<file path="config.mk">
export PLATFORM = sky130hd
export DESIGN_NAME = stack_queue_engine_top
export DESIGN_NICKNAME = d
export VERILOG_FILES = /design/src/hdl/sqe_pkg.sv /design/src/hdl/stack_queue_engine_top.sv /design/src/hdl/sqe_fifo.sv /design/src/hdl/sqe_front.sv /design/src/hdl/sqe_back.sv
export SDC_FILE = /design/constraint.sdc
export NUM_CORES = 2
export LEC_CHECK = 0
export BUFFER_PORTS_ARGS = -buffer_cell sky130_fd_sc_hd__buf_2
export CAP_MARGIN = 20
export CORE_MARGIN = 4
export CORE_UTILIZATION = 60
export CTS_BUF_LIST = sky130_fd_sc_hd__clkbuf_4 sky130_fd_sc_hd__clkbuf_8
export CTS_CLUSTER_SIZE = 28
export DETAILED_ROUTE_END_ITERATION = 10
export GPL_ROUTABILITY_DRIVEN = 0
export PLACE_DENSITY = 0.72
export REMOVE_ABC_BUFFERS = 1
export SYNTH_ARGS = -nofsm -noshare
export SYNTH_HDL_FRONTEND = slang
export SYNTH_SLANG_ARGS = --single-unit
export TNS_END_PERCENT = 100
</file>
<file path="constraint.sdc">
create_clock -name clk_i -period 7 [get_ports clk_i]
set_clock_uncertainty 0.2 [all_clocks]
set_input_delay 1.4 -clock clk_i [delete_from_list [all_inputs] [get_ports clk_i]]
set_output_delay 1.4 -clock clk_i [all_outputs]
set_load 0.03 [all_outputs]
</file>
<file path="src/hdl/sqe_pkg.sv">
// ----------------------------------------------------------------------------
// sqe_pkg
// Shared types and constants of the stack/queue engine: opcodes, status
// codes, and the request and result records passed between the parts.
// ----------------------------------------------------------------------------
package sqe_pkg;

  // default number of entries in the store
  localparam int unsigned STORE_DEPTH = 64;

  // depth of the request queue between front and back, and of the result queue
  localparam int unsigned CMD_Q_DEPTH = 2;
  localparam int unsigned RES_Q_DEPTH = 2;

  typedef enum logic [2:0] {
    OP_PUSH = 3'd0,
    OP_POP  = 3'd1,
    OP_SWAP = 3'd2,
    OP_PEEK = 3'd3,
    OP_DUMP = 3'd4
  } op_e;

  typedef enum logic [2:0] {
    ST_OK        = 3'd0,
    ST_BADARG    = 3'd1,
    ST_EMPTY     = 3'd2,
    ST_SHORT     = 3'd3,
    ST_FULL      = 3'd4,
    ST_DUMPEMPTY = 3'd5
  } status_e;

  typedef struct packed {
    op_e                op;
    logic signed [31:0] value;
    logic               arg_valid;
  } cmd_t;

  typedef struct packed {
    logic signed [31:0] value;
    status_e            status;
    logic               last;
  } res_t;

endpackage

</file>
<file path="src/hdl/stack_queue_engine_top.sv">
// ----------------------------------------------------------------------------
// stack_queue_engine_top
// Bounded stack of signed 32-bit entries with a queue-mode push.
// ----------------------------------------------------------------------------
// Requests enter through a small queue and are carried out one at a time by
// the back end, which keeps the entries in a store memory with one read and
// one write port and a registered read. Push, pop, every error case and the
// empty dump finish in the idle state; peek reads the top entry and returns
// it, swap reads the top two entries and writes them back swapped, and a dump
// reads and returns each stored entry in turn. Results wait in a result
// queue, so new requests keep being taken while results are not popped, until
// both queues fill. Unknown opcodes are taken and give no result. The user must
// write the queue_mode register only while the block is idle; no logic enforces it.
module stack_queue_engine_top #(
  parameter int unsigned DEPTH = sqe_pkg::STORE_DEPTH
) (
  input  logic               clk_i,
  input  logic               rst_ni,
  input  logic               queue_mode_we_i,
  input  logic               queue_mode_i,
  input  logic               push,
  output logic               full,
  input  logic [2:0]         opcode_i,
  input  logic signed [31:0] push_value_i,
  input  logic               arg_valid_i,
  input  logic               pop,
  output logic               empty,
  output logic signed [31:0] result_value_o,
  output logic [2:0]         status_o,
  output logic               last_of_run_o
);

  import sqe_pkg::*;

  cmd_t cmd;
  logic cmd_valid, cmd_pop;
  res_t res_in, res_out;
  logic res_push, res_full;

  sqe_front u_front (
    .clk_i        (clk_i),
    .rst_ni       (rst_ni),
    .push         (push),
    .full         (full),
    .opcode_i     (opcode_i),
    .push_value_i (push_value_i),
    .arg_valid_i  (arg_valid_i),
    .cmd_o        (cmd),
    .cmd_valid_o  (cmd_valid),
    .cmd_pop_i    (cmd_pop)
  );

  sqe_back #(
    .DEPTH (DEPTH)
  ) u_back (
    .clk_i       (clk_i),
    .rst_ni      (rst_ni),
    .cfg_we_i    (queue_mode_we_i),
    .cfg_mode_i  (queue_mode_i),
    .cmd_i       (cmd),
    .cmd_valid_i (cmd_valid),
    .cmd_pop_o   (cmd_pop),
    .res_full_i  (res_full),
    .res_push_o  (res_push),
    .res_o       (res_in)
  );

  sqe_fifo #(
    .item_t (res_t),
    .DEPTH  (RES_Q_DEPTH)
  ) u_res_q (
    .clk_i   (clk_i),
    .rst_ni  (rst_ni),
    .push_i  (res_push),
    .data_i  (res_in),
    .full_o  (res_full),
    .pop_i   (pop),
    .data_o  (res_out),
    .empty_o (empty)
  );

  assign result_value_o = res_out.value;
  assign status_o       = 3'(res_out.status);
  assign last_of_run_o  = res_out.last;

endmodule

</file>
<file path="src/hdl/sqe_fifo.sv">
// ----------------------------------------------------------------------------
// sqe_fifo
// Small synchronous first-in first-out queue of register entries, used for
// the request queue and for the result queue.
// ----------------------------------------------------------------------------
module sqe_fifo #(
  parameter type         item_t = logic,
  parameter int unsigned DEPTH  = 2
) (
  input  logic  clk_i,
  input  logic  rst_ni,
  input  logic  push_i,
  input  item_t data_i,
  output logic  full_o,
  input  logic  pop_i,
  output item_t data_o,
  output logic  empty_o
);

  localparam int unsigned PW = (DEPTH > 1) ? $clog2(DEPTH) : 1;
  localparam int unsigned CW = $clog2(DEPTH + 1);

  item_t           mem_q [DEPTH];
  logic [PW-1:0]   wr_q, wr_d;
  logic [PW-1:0]   rd_q, rd_d;
  logic [CW-1:0]   cnt_q, cnt_d;
  logic            do_push, do_pop;

  assign full_o  = (cnt_q == CW'(DEPTH));
  assign empty_o = (cnt_q == '0);
  assign do_push = push_i && !full_o;
  assign do_pop  = pop_i && !empty_o;
  assign data_o  = mem_q[rd_q];

  always_comb begin
    wr_d  = wr_q;
    rd_d  = rd_q;
    cnt_d = cnt_q;
    if (do_push) begin
      wr_d = (wr_q == PW'(DEPTH - 1)) ? '0 : wr_q + 1'b1;
    end
    if (do_pop) begin
      rd_d = (rd_q == PW'(DEPTH - 1)) ? '0 : rd_q + 1'b1;
    end
    if (do_push && !do_pop) begin
      cnt_d = cnt_q + 1'b1;
    end else if (do_pop && !do_push) begin
      cnt_d = cnt_q - 1'b1;
    end
  end

  always_ff @(posedge clk_i or negedge rst_ni) begin
    if (!rst_ni) begin
      wr_q  <= '0;
      rd_q  <= '0;
      cnt_q <= '0;
    end else begin
      wr_q  <= wr_d;
      rd_q  <= rd_d;
      cnt_q <= cnt_d;
    end
  end

  always_ff @(posedge clk_i) begin
    if (do_push) begin
      mem_q[wr_q] <= data_i;
    end
  end

endmodule

</file>
<file path="src/hdl/sqe_front.sv">
// ----------------------------------------------------------------------------
// sqe_front
// Input side: takes requests, decodes the opcode, drops unknown opcodes and
// queues the rest for the execution back end.
// ----------------------------------------------------------------------------
module sqe_front (
  input  logic                clk_i,
  input  logic                rst_ni,
  input  logic                push,
  output logic                full,
  input  logic [2:0]          opcode_i,
  input  logic signed [31:0]  push_value_i,
  input  logic                arg_valid_i,
  output sqe_pkg::cmd_t       cmd_o,
  output logic                cmd_valid_o,
  input  logic                cmd_pop_i
);

  import sqe_pkg::*;

  cmd_t cmd_in;
  logic known_op;
  logic cmd_empty;

  // unknown opcodes are taken and then forgotten
  assign known_op = opcode_i inside {[3'(OP_PUSH):3'(OP_DUMP)]};

  always_comb begin
    cmd_in.op        = op_e'(opcode_i);
    cmd_in.value     = push_value_i;
    cmd_in.arg_valid = arg_valid_i;
  end

  sqe_fifo #(
    .item_t (cmd_t),
    .DEPTH  (CMD_Q_DEPTH)
  ) u_cmd_q (
    .clk_i   (clk_i),
    .rst_ni  (rst_ni),
    .push_i  (push && known_op),
    .data_i  (cmd_in),
    .full_o  (full),
    .pop_i   (cmd_pop_i),
    .data_o  (cmd_o),
    .empty_o (cmd_empty)
  );

  assign cmd_valid_o = !cmd_empty;

endmodule

</file>
<file path="src/hdl/sqe_back.sv">
// ----------------------------------------------------------------------------
// sqe_back
// Execution back end: owns the entry store (circular buffer with top pointer
// and entry count) and the mode register, and carries out each request.
// ----------------------------------------------------------------------------
module sqe_back #(
  parameter int unsigned DEPTH = sqe_pkg::STORE_DEPTH
) (
  input  logic           clk_i,
  input  logic           rst_ni,
  input  logic           cfg_we_i,
  input  logic           cfg_mode_i,
  input  sqe_pkg::cmd_t  cmd_i,
  input  logic           cmd_valid_i,
  output logic           cmd_pop_o,
  input  logic           res_full_i,
  output logic           res_push_o,
  output sqe_pkg::res_t  res_o
);

  import sqe_pkg::*;

  localparam int unsigned AW = (DEPTH > 1) ? $clog2(DEPTH) : 1;
  localparam int unsigned CW = $clog2(DEPTH + 1);

  localparam logic [2:0] S_IDLE    = 3'd0;
  localparam logic [2:0] S_PEEK    = 3'd1;
  localparam logic [2:0] S_SWAP_B  = 3'd2;
  localparam logic [2:0] S_SWAP_WA = 3'd3;
  localparam logic [2:0] S_SWAP_WB = 3'd4;
  localparam logic [2:0] S_DUMP_RD = 3'd5;
  localparam logic [2:0] S_DUMP_EM = 3'd6;

  logic [31:0]   mem_q [DEPTH];
  logic [31:0]   rd_q;
  logic [31:0]   tmp_q, tmp_d;
  logic [2:0]    state_q, state_d;
  logic [AW-1:0] top_q, top_d;
  logic [AW-1:0] idx_q, idx_d;
  logic [CW-1:0] cnt_q, cnt_d;
  logic          mode_q;

  logic          mem_we, mem_re;
  logic [AW-1:0] mem_wa, mem_ra;
  logic [31:0]   mem_wd;

  logic [AW-1:0] top_m1, top_p1;
  logic          store_empty, store_full, store_short, dump_last;

  function automatic logic [AW-1:0] wrap_add(input logic [AW-1:0] a, input logic [AW-1:0] b);
    logic [AW:0] s;
    s = {1'b0, a} + {1'b0, b};
    if (s >= (AW+1)'(DEPTH)) begin
      s = s - (AW+1)'(DEPTH);
    end
    return s[AW-1:0];
  endfunction

  assign top_m1      = (top_q == '0) ? AW'(DEPTH - 1) : top_q - 1'b1;
  assign top_p1      = wrap_add(top_q, AW'(1));
  assign store_empty = (cnt_q == '0);
  assign store_full  = (cnt_q == CW'(DEPTH));
  assign store_short = (cnt_q < CW'(2));
  assign dump_last   = ((CW'(idx_q) + 1'b1) == cnt_q);

  always_comb begin
    state_d    = state_q;
    top_d      = top_q;
    cnt_d      = cnt_q;
    idx_d      = idx_q;
    tmp_d      = tmp_q;
    mem_we     = 1'b0;
    mem_wa     = '0;
    mem_wd     = '0;
    mem_re     = 1'b0;
    mem_ra     = '0;
    cmd_pop_o  = 1'b0;
    res_push_o = 1'b0;
    res_o      = '{value: '0, status: ST_OK, last: 1'b1};

    case (state_q)
      S_IDLE: begin
        if (cmd_valid_i) begin
          case (cmd_i.op)
            OP_PUSH: begin
              if (!res_full_i) begin
                res_push_o = 1'b1;
                cmd_pop_o  = 1'b1;
                if (!cmd_i.arg_valid) begin
                  res_o.status = ST_BADARG;
                end else if (store_full) begin
                  res_o.status = ST_FULL;
                end else begin
                  mem_we = 1'b1;
                  mem_wd = cmd_i.value;
                  cnt_d  = cnt_q + 1'b1;
                  if (mode_q && !store_empty) begin
                    // queue mode: append below the bottom entry
                    mem_wa = wrap_add(top_q, cnt_q[AW-1:0]);
                  end else begin
                    mem_wa = top_m1;
                    top_d  = top_m1;
                  end
                end
              end
            end
            OP_POP: begin
              if (!res_full_i) begin
                res_push_o = 1'b1;
                cmd_pop_o  = 1'b1;
                if (store_empty) begin
                  res_o.status = ST_EMPTY;
                end else begin
                  top_d = top_p1;
                  cnt_d = cnt_q - 1'b1;
                end
              end
            end
            OP_SWAP: begin
              if (store_short) begin
                if (!res_full_i) begin
                  res_push_o   = 1'b1;
                  cmd_pop_o    = 1'b1;
                  res_o.status = ST_SHORT;
                end
              end else begin
                mem_re  = 1'b1;
                mem_ra  = top_q;
                state_d = S_SWAP_B;
              end
            end
            OP_PEEK: begin
              if (store_empty) begin
                if (!res_full_i) begin
                  res_push_o   = 1'b1;
                  cmd_pop_o    = 1'b1;
                  res_o.status = ST_EMPTY;
                end
              end else begin
                mem_re  = 1'b1;
                mem_ra  = top_q;
                state_d = S_PEEK;
              end
            end
            OP_DUMP: begin
              if (store_empty) begin
                if (!res_full_i) begin
                  res_push_o   = 1'b1;
                  cmd_pop_o    = 1'b1;
                  res_o.status = ST_DUMPEMPTY;
                end
              end else begin
                idx_d   = '0;
                state_d = S_DUMP_RD;
              end
            end
            default: begin
              cmd_pop_o = 1'b1;
            end
          endcase
        end
      end
      S_PEEK: begin
        if (!res_full_i) begin
          res_push_o  = 1'b1;
          cmd_pop_o   = 1'b1;
          res_o.value = rd_q;
          state_d     = S_IDLE;
        end
      end
      S_SWAP_B: begin
        // hold the top entry while the second one is read
        tmp_d   = rd_q;
        mem_re  = 1'b1;
        mem_ra  = top_p1;
        state_d = S_SWAP_WA;
      end
      S_SWAP_WA: begin
        mem_we  = 1'b1;
        mem_wa  = top_q;
        mem_wd  = rd_q;
        state_d = S_SWAP_WB;
      end
      S_SWAP_WB: begin
        if (!res_full_i) begin
          mem_we     = 1'b1;
          mem_wa     = top_p1;
          mem_wd     = tmp_q;
          res_push_o = 1'b1;
          cmd_pop_o  = 1'b1;
          state_d    = S_IDLE;
        end
      end
      S_DUMP_RD: begin
        mem_re  = 1'b1;
        mem_ra  = wrap_add(top_q, idx_q);
        state_d = S_DUMP_EM;
      end
      S_DUMP_EM: begin
        if (!res_full_i) begin
          res_push_o  = 1'b1;
          res_o.value = rd_q;
          res_o.last  = dump_last;
          if (dump_last) begin
            cmd_pop_o = 1'b1;
            state_d   = S_IDLE;
          end else begin
            idx_d   = idx_q + 1'b1;
            state_d = S_DUMP_RD;
          end
        end
      end
      default: begin
        state_d = S_IDLE;
      end
    endcase
  end

  always_ff @(posedge clk_i or negedge rst_ni) begin
    if (!rst_ni) begin
      state_q <= S_IDLE;
      top_q   <= '0;
      cnt_q   <= '0;
      idx_q   <= '0;
      mode_q  <= 1'b0;
    end else begin
      state_q <= state_d;
      top_q   <= top_d;
      cnt_q   <= cnt_d;
      idx_q   <= idx_d;
      if (cfg_we_i) begin
        mode_q <= cfg_mode_i;
      end
    end
  end

  always_ff @(posedge clk_i) begin
    tmp_q <= tmp_d;
    if (mem_we) begin
      mem_q[mem_wa] <= mem_wd;
    end
    if (mem_re) begin
      rd_q <= mem_q[mem_ra];
    end
  end

endmodule
</file>
==> out/qor.yml <==
detailed_routing:
  drt-initial-drc-count: 9947
  met3_length_mm: 44.1
  drc: 0
  vias: 61062
  wire_per_inst_um: 31.5
  ant_nets: 0
  m1WireLength_mm: 102
  routed_wl_mm: 287
  dr.pass1.iters: 8
  wl_met2_mm: 122
  highest_layer: "met5"
  viasPerCell: 6.69
cts:
  htree_levels: 5
  post_cts_resized: 0
  clock_latency_ps: 1090
  cts_root_buf: "clkbuf_8"
  numCtsBuffers: 372
  cts_setup_buffers: 0
  clkTransAtPathRegs_ps: 70
  cts_tree: "done"
  postCtsHoldBufs: 0
  clock-sinks: 2287
  clk_path_buf_depth: 4
critical_path:
  crit_slowest_cell: "a311oi_1"
  crit_fanout: 64
  worstPathArrival_ps: 6770
  path_common_cell: "a211oi_1"
  crit_chain: "nand2_1 -> inv_1 -> a22o_4 -> buf_4 -> a211oi_1 -> a211oi_1 -> a311oi_1 -> a311oi_1 -> a211oi_1 -> a2111o_1"
  worst_setup_path_end_kind: "flop"
  slowest_delay_ps: 1010
  cp.required_ps: 7590
  start_kind: "flop"
  crit_type: "flop to flop"
yosys:
  yosysUniqueCellTypes: 87
  yosysSeqAreaShare_pct: 73.7
  async_flop_share_pct: 1.36
  synth_edf_count: 2256
  syn_area_um2: 92900
  syn-instance-count: 6548
  yosys_most_used_dff: "edfxtp_1"
  synth-seq-cells: 2287
  syn-mean-instance-area_um2: 14.2
  ys_warn_count: 0
timing:
  tightest_slew_ps: 1240
  final-hold-violation-count: 0
  tns_ps: 0
  drv_slew: 0
  timing.slew.headroom_pct: 16.9
  max_freq_mhz: 162
  min_period_ps: 6180
  rsz0062_at_grt: "no"
  fin_crit_sh_pct: 88.3
  setup_violations: 0
cells_and_area:
  fin_nets: 6878
  syn_to_final_growth_pct: 11.8
  drive_above_1_share_pct: 15.5
  finish.utilization_pct: 67.5
grt:
  grt_max_degree: 122
  grt_use_total_pct: 35.0
  overflow: 0
  antenna_found_initial: 17
  grt_pass1_wl_mm: 409
  grt_pass1_vias: 57647
min_path:
  hold_class: "input pin to async pin"
floorplanning:
  core_area_um2: 154000
  io_pins: 80
  rows: 144
  die_h_um: 402
  dieArea_um2: 161000
  fp.dieW_um: 402
  start_util_pct: 60.3
place:
  port_buffers: 79
  post-dp-hpwl_mm: 174
outcome:
  outcome: "completed"
run:
  max-cap-violations: 0
pwr:
  ir_drop_mv: 0.394
  total_power_mw: 46.6
  p_leak_nw: 36.8
  pwr_density_cell_nw_per_um2: 448
[state kept, by name, summed over array words and instances (netlist names), 6 cells and up]
name,count
u_res_q.mem_q,72
u_front.u_cmd_q.mem_q,72
u_back.idx_q,6
u_back.rd_q,32
u_back.mem_q,2048
u_back.top_q,6
u_back.tmp_q,32
u_back.cnt_q,7
[final timing paths]
path                            slack, ps                           to                startpoint  cells after the start
worst max-delay path                  820              u_back.rd_q[26]         u_back.state_q[1]                     10
worst min-delay path                  200              u_back.cnt_q[4]                    rst_ni                      1
worst max register to register        820              u_back.rd_q[26]         u_back.state_q[1]                     10
worst min register to register        340     u_front.u_cmd_q.cnt_q[1]  u_front.u_cmd_q.cnt_q[1]                      1
max in group asynchronous            5870         u_front.u_cmd_q.rd_q                    rst_ni                      1
min in group clk_i                    320  u_front.u_cmd_q.mem_q[0][2]           push_value_i[1]                      1
[logic make-up after synthesis]
logic type / count (synthesis) / share of synthesized area, %
muxes: 389 / 4.37
DFF: 2287 / 73.7
adders and majority gates: 24 / 0.347
AOI/OAI and AO/OA: 1010 / 8.08
and+or+nand+nor: 2225 / 10.3
buffers and inverters: 577 / 2.77
xor gates and xnor gates: 36 / 0.354
[metal layers]
metal	vias to the layer above	global-route usage (%)
met3	865	13.6
met2	4811	49.1
li1	25506	-
met5	-	0
met4	8	19.6
met1	29872	47.1
[Yosys cell counts, types with 18 or more instances]
cell | instances | area, µm²
a21oi_1 | 77 | 385
nor2_1 | 144 | 541
and2_1 | 39 | 244
o21ai_1 | 18 | 90.1
a211oi_1 | 270 | 2030
nand2_1 | 1328 | 4980
a311o_1 | 20 | 200
and3_1 | 37 | 231
o22ai_1 | 29 | 181
a32oi_1 | 37 | 324
mux2i_1 | 318 | 3180
o21ai_0 | 109 | 546
inv_1 | 142 | 533
a22oi_1 | 49 | 368
a31oi_1 | 88 | 551
buf_2 | 196 | 981
nor3_1 | 21 | 105
buf_1 | 45 | 169
a311oi_1 | 151 | 1320
nand3_1 | 568 | 2840
xnor2_1 | 23 | 201
clkbuf_1 | 156 | 586
o221ai_1 | 35 | 307
mux2_2 | 64 | 721
edfxtp_1 | 2256 | 67700
o211ai_1 | 18 | 135
dfrtp_1 | 31 | 776
ha_1 | 21 | 263
buf_4 | 30 | 225
[metrics by stage]
stage | worst slack (ps) | hold slack [ps] | instances | area [µm²]
2_1_floorplan | -53870 | 242 | 6114 | 90900
3_3_place_gp | 1390 | 299 | 8472 | 96900
3_5_place_dp | 1280 | 318 | 8478 | 97000
4_1_cts | 1250 | 170 | 9103 | 104000
5_1_grt | 901 | 231 | 9108 | 104000
6_report | 822 | 202 | 9123 | 104000
[power breakdown]
| part | leakage [nW] | internal [mW] | switching (mW) |
|---|---|---|---|
| clock network | 3.61 | 5.76 | 5.10 |
| registers | 21.2 | 17.5 | 0.795 |
| logic | 12.0 | 4.54 | 12.9 |
| total | 36.8 | 27.8 | 18.7 |
[cell type report]
class                   count  area, µm²
inverters                 143        537
clock inverters           128        663
clock buffers             497       6100
flip-flops and latches   2287      68500
diodes                     16       40.0
multi-input cells        3684      22800
well taps                2044       2560
fillers                 10424      50100
repair buffers            324       2650
[worst max-delay path, delay by kind of cell (launching register included)]
kind	cells	cell delay, ps
AOI/OAI and AO/OA	7	3260
buffers and inverters	2	1060
DFF	1	840
and+or+nand+nor	1	340
[cells in the final DEF (no fill, tap or decap), types with 14 or more instances in the layout]
cell         n
clkinv_2    36
a311o_1     20
o22ai_1     29
mux2i_1    318
nand4_1     15
nor3_1      18
nor2_1      76
nand2_1   1327
a211oi_1   270
buf_12      29
clkbuf_8   379
a2111o_1    14
a31oi_1     88
a22oi_1     49
nor2_4      68
o21ai_4     33
diode_2     16
o221ai_1    35
o211ai_1    18
o21ai_1     14
inv_1      142
a32oi_1     37
ha_1        21
a21oi_1     73
edfxtp_1  2256
and2_1      38
o21ai_0     77
mux2_2      64
clkbuf_4   118
clkinv_1    82
nand3_1    568
a311oi_1   151
buf_4      210
dfrtp_1     29
buf_2       79
and3_1      37
xnor2_1     23
No activity file was read; power rests on OpenSTA's default activity.
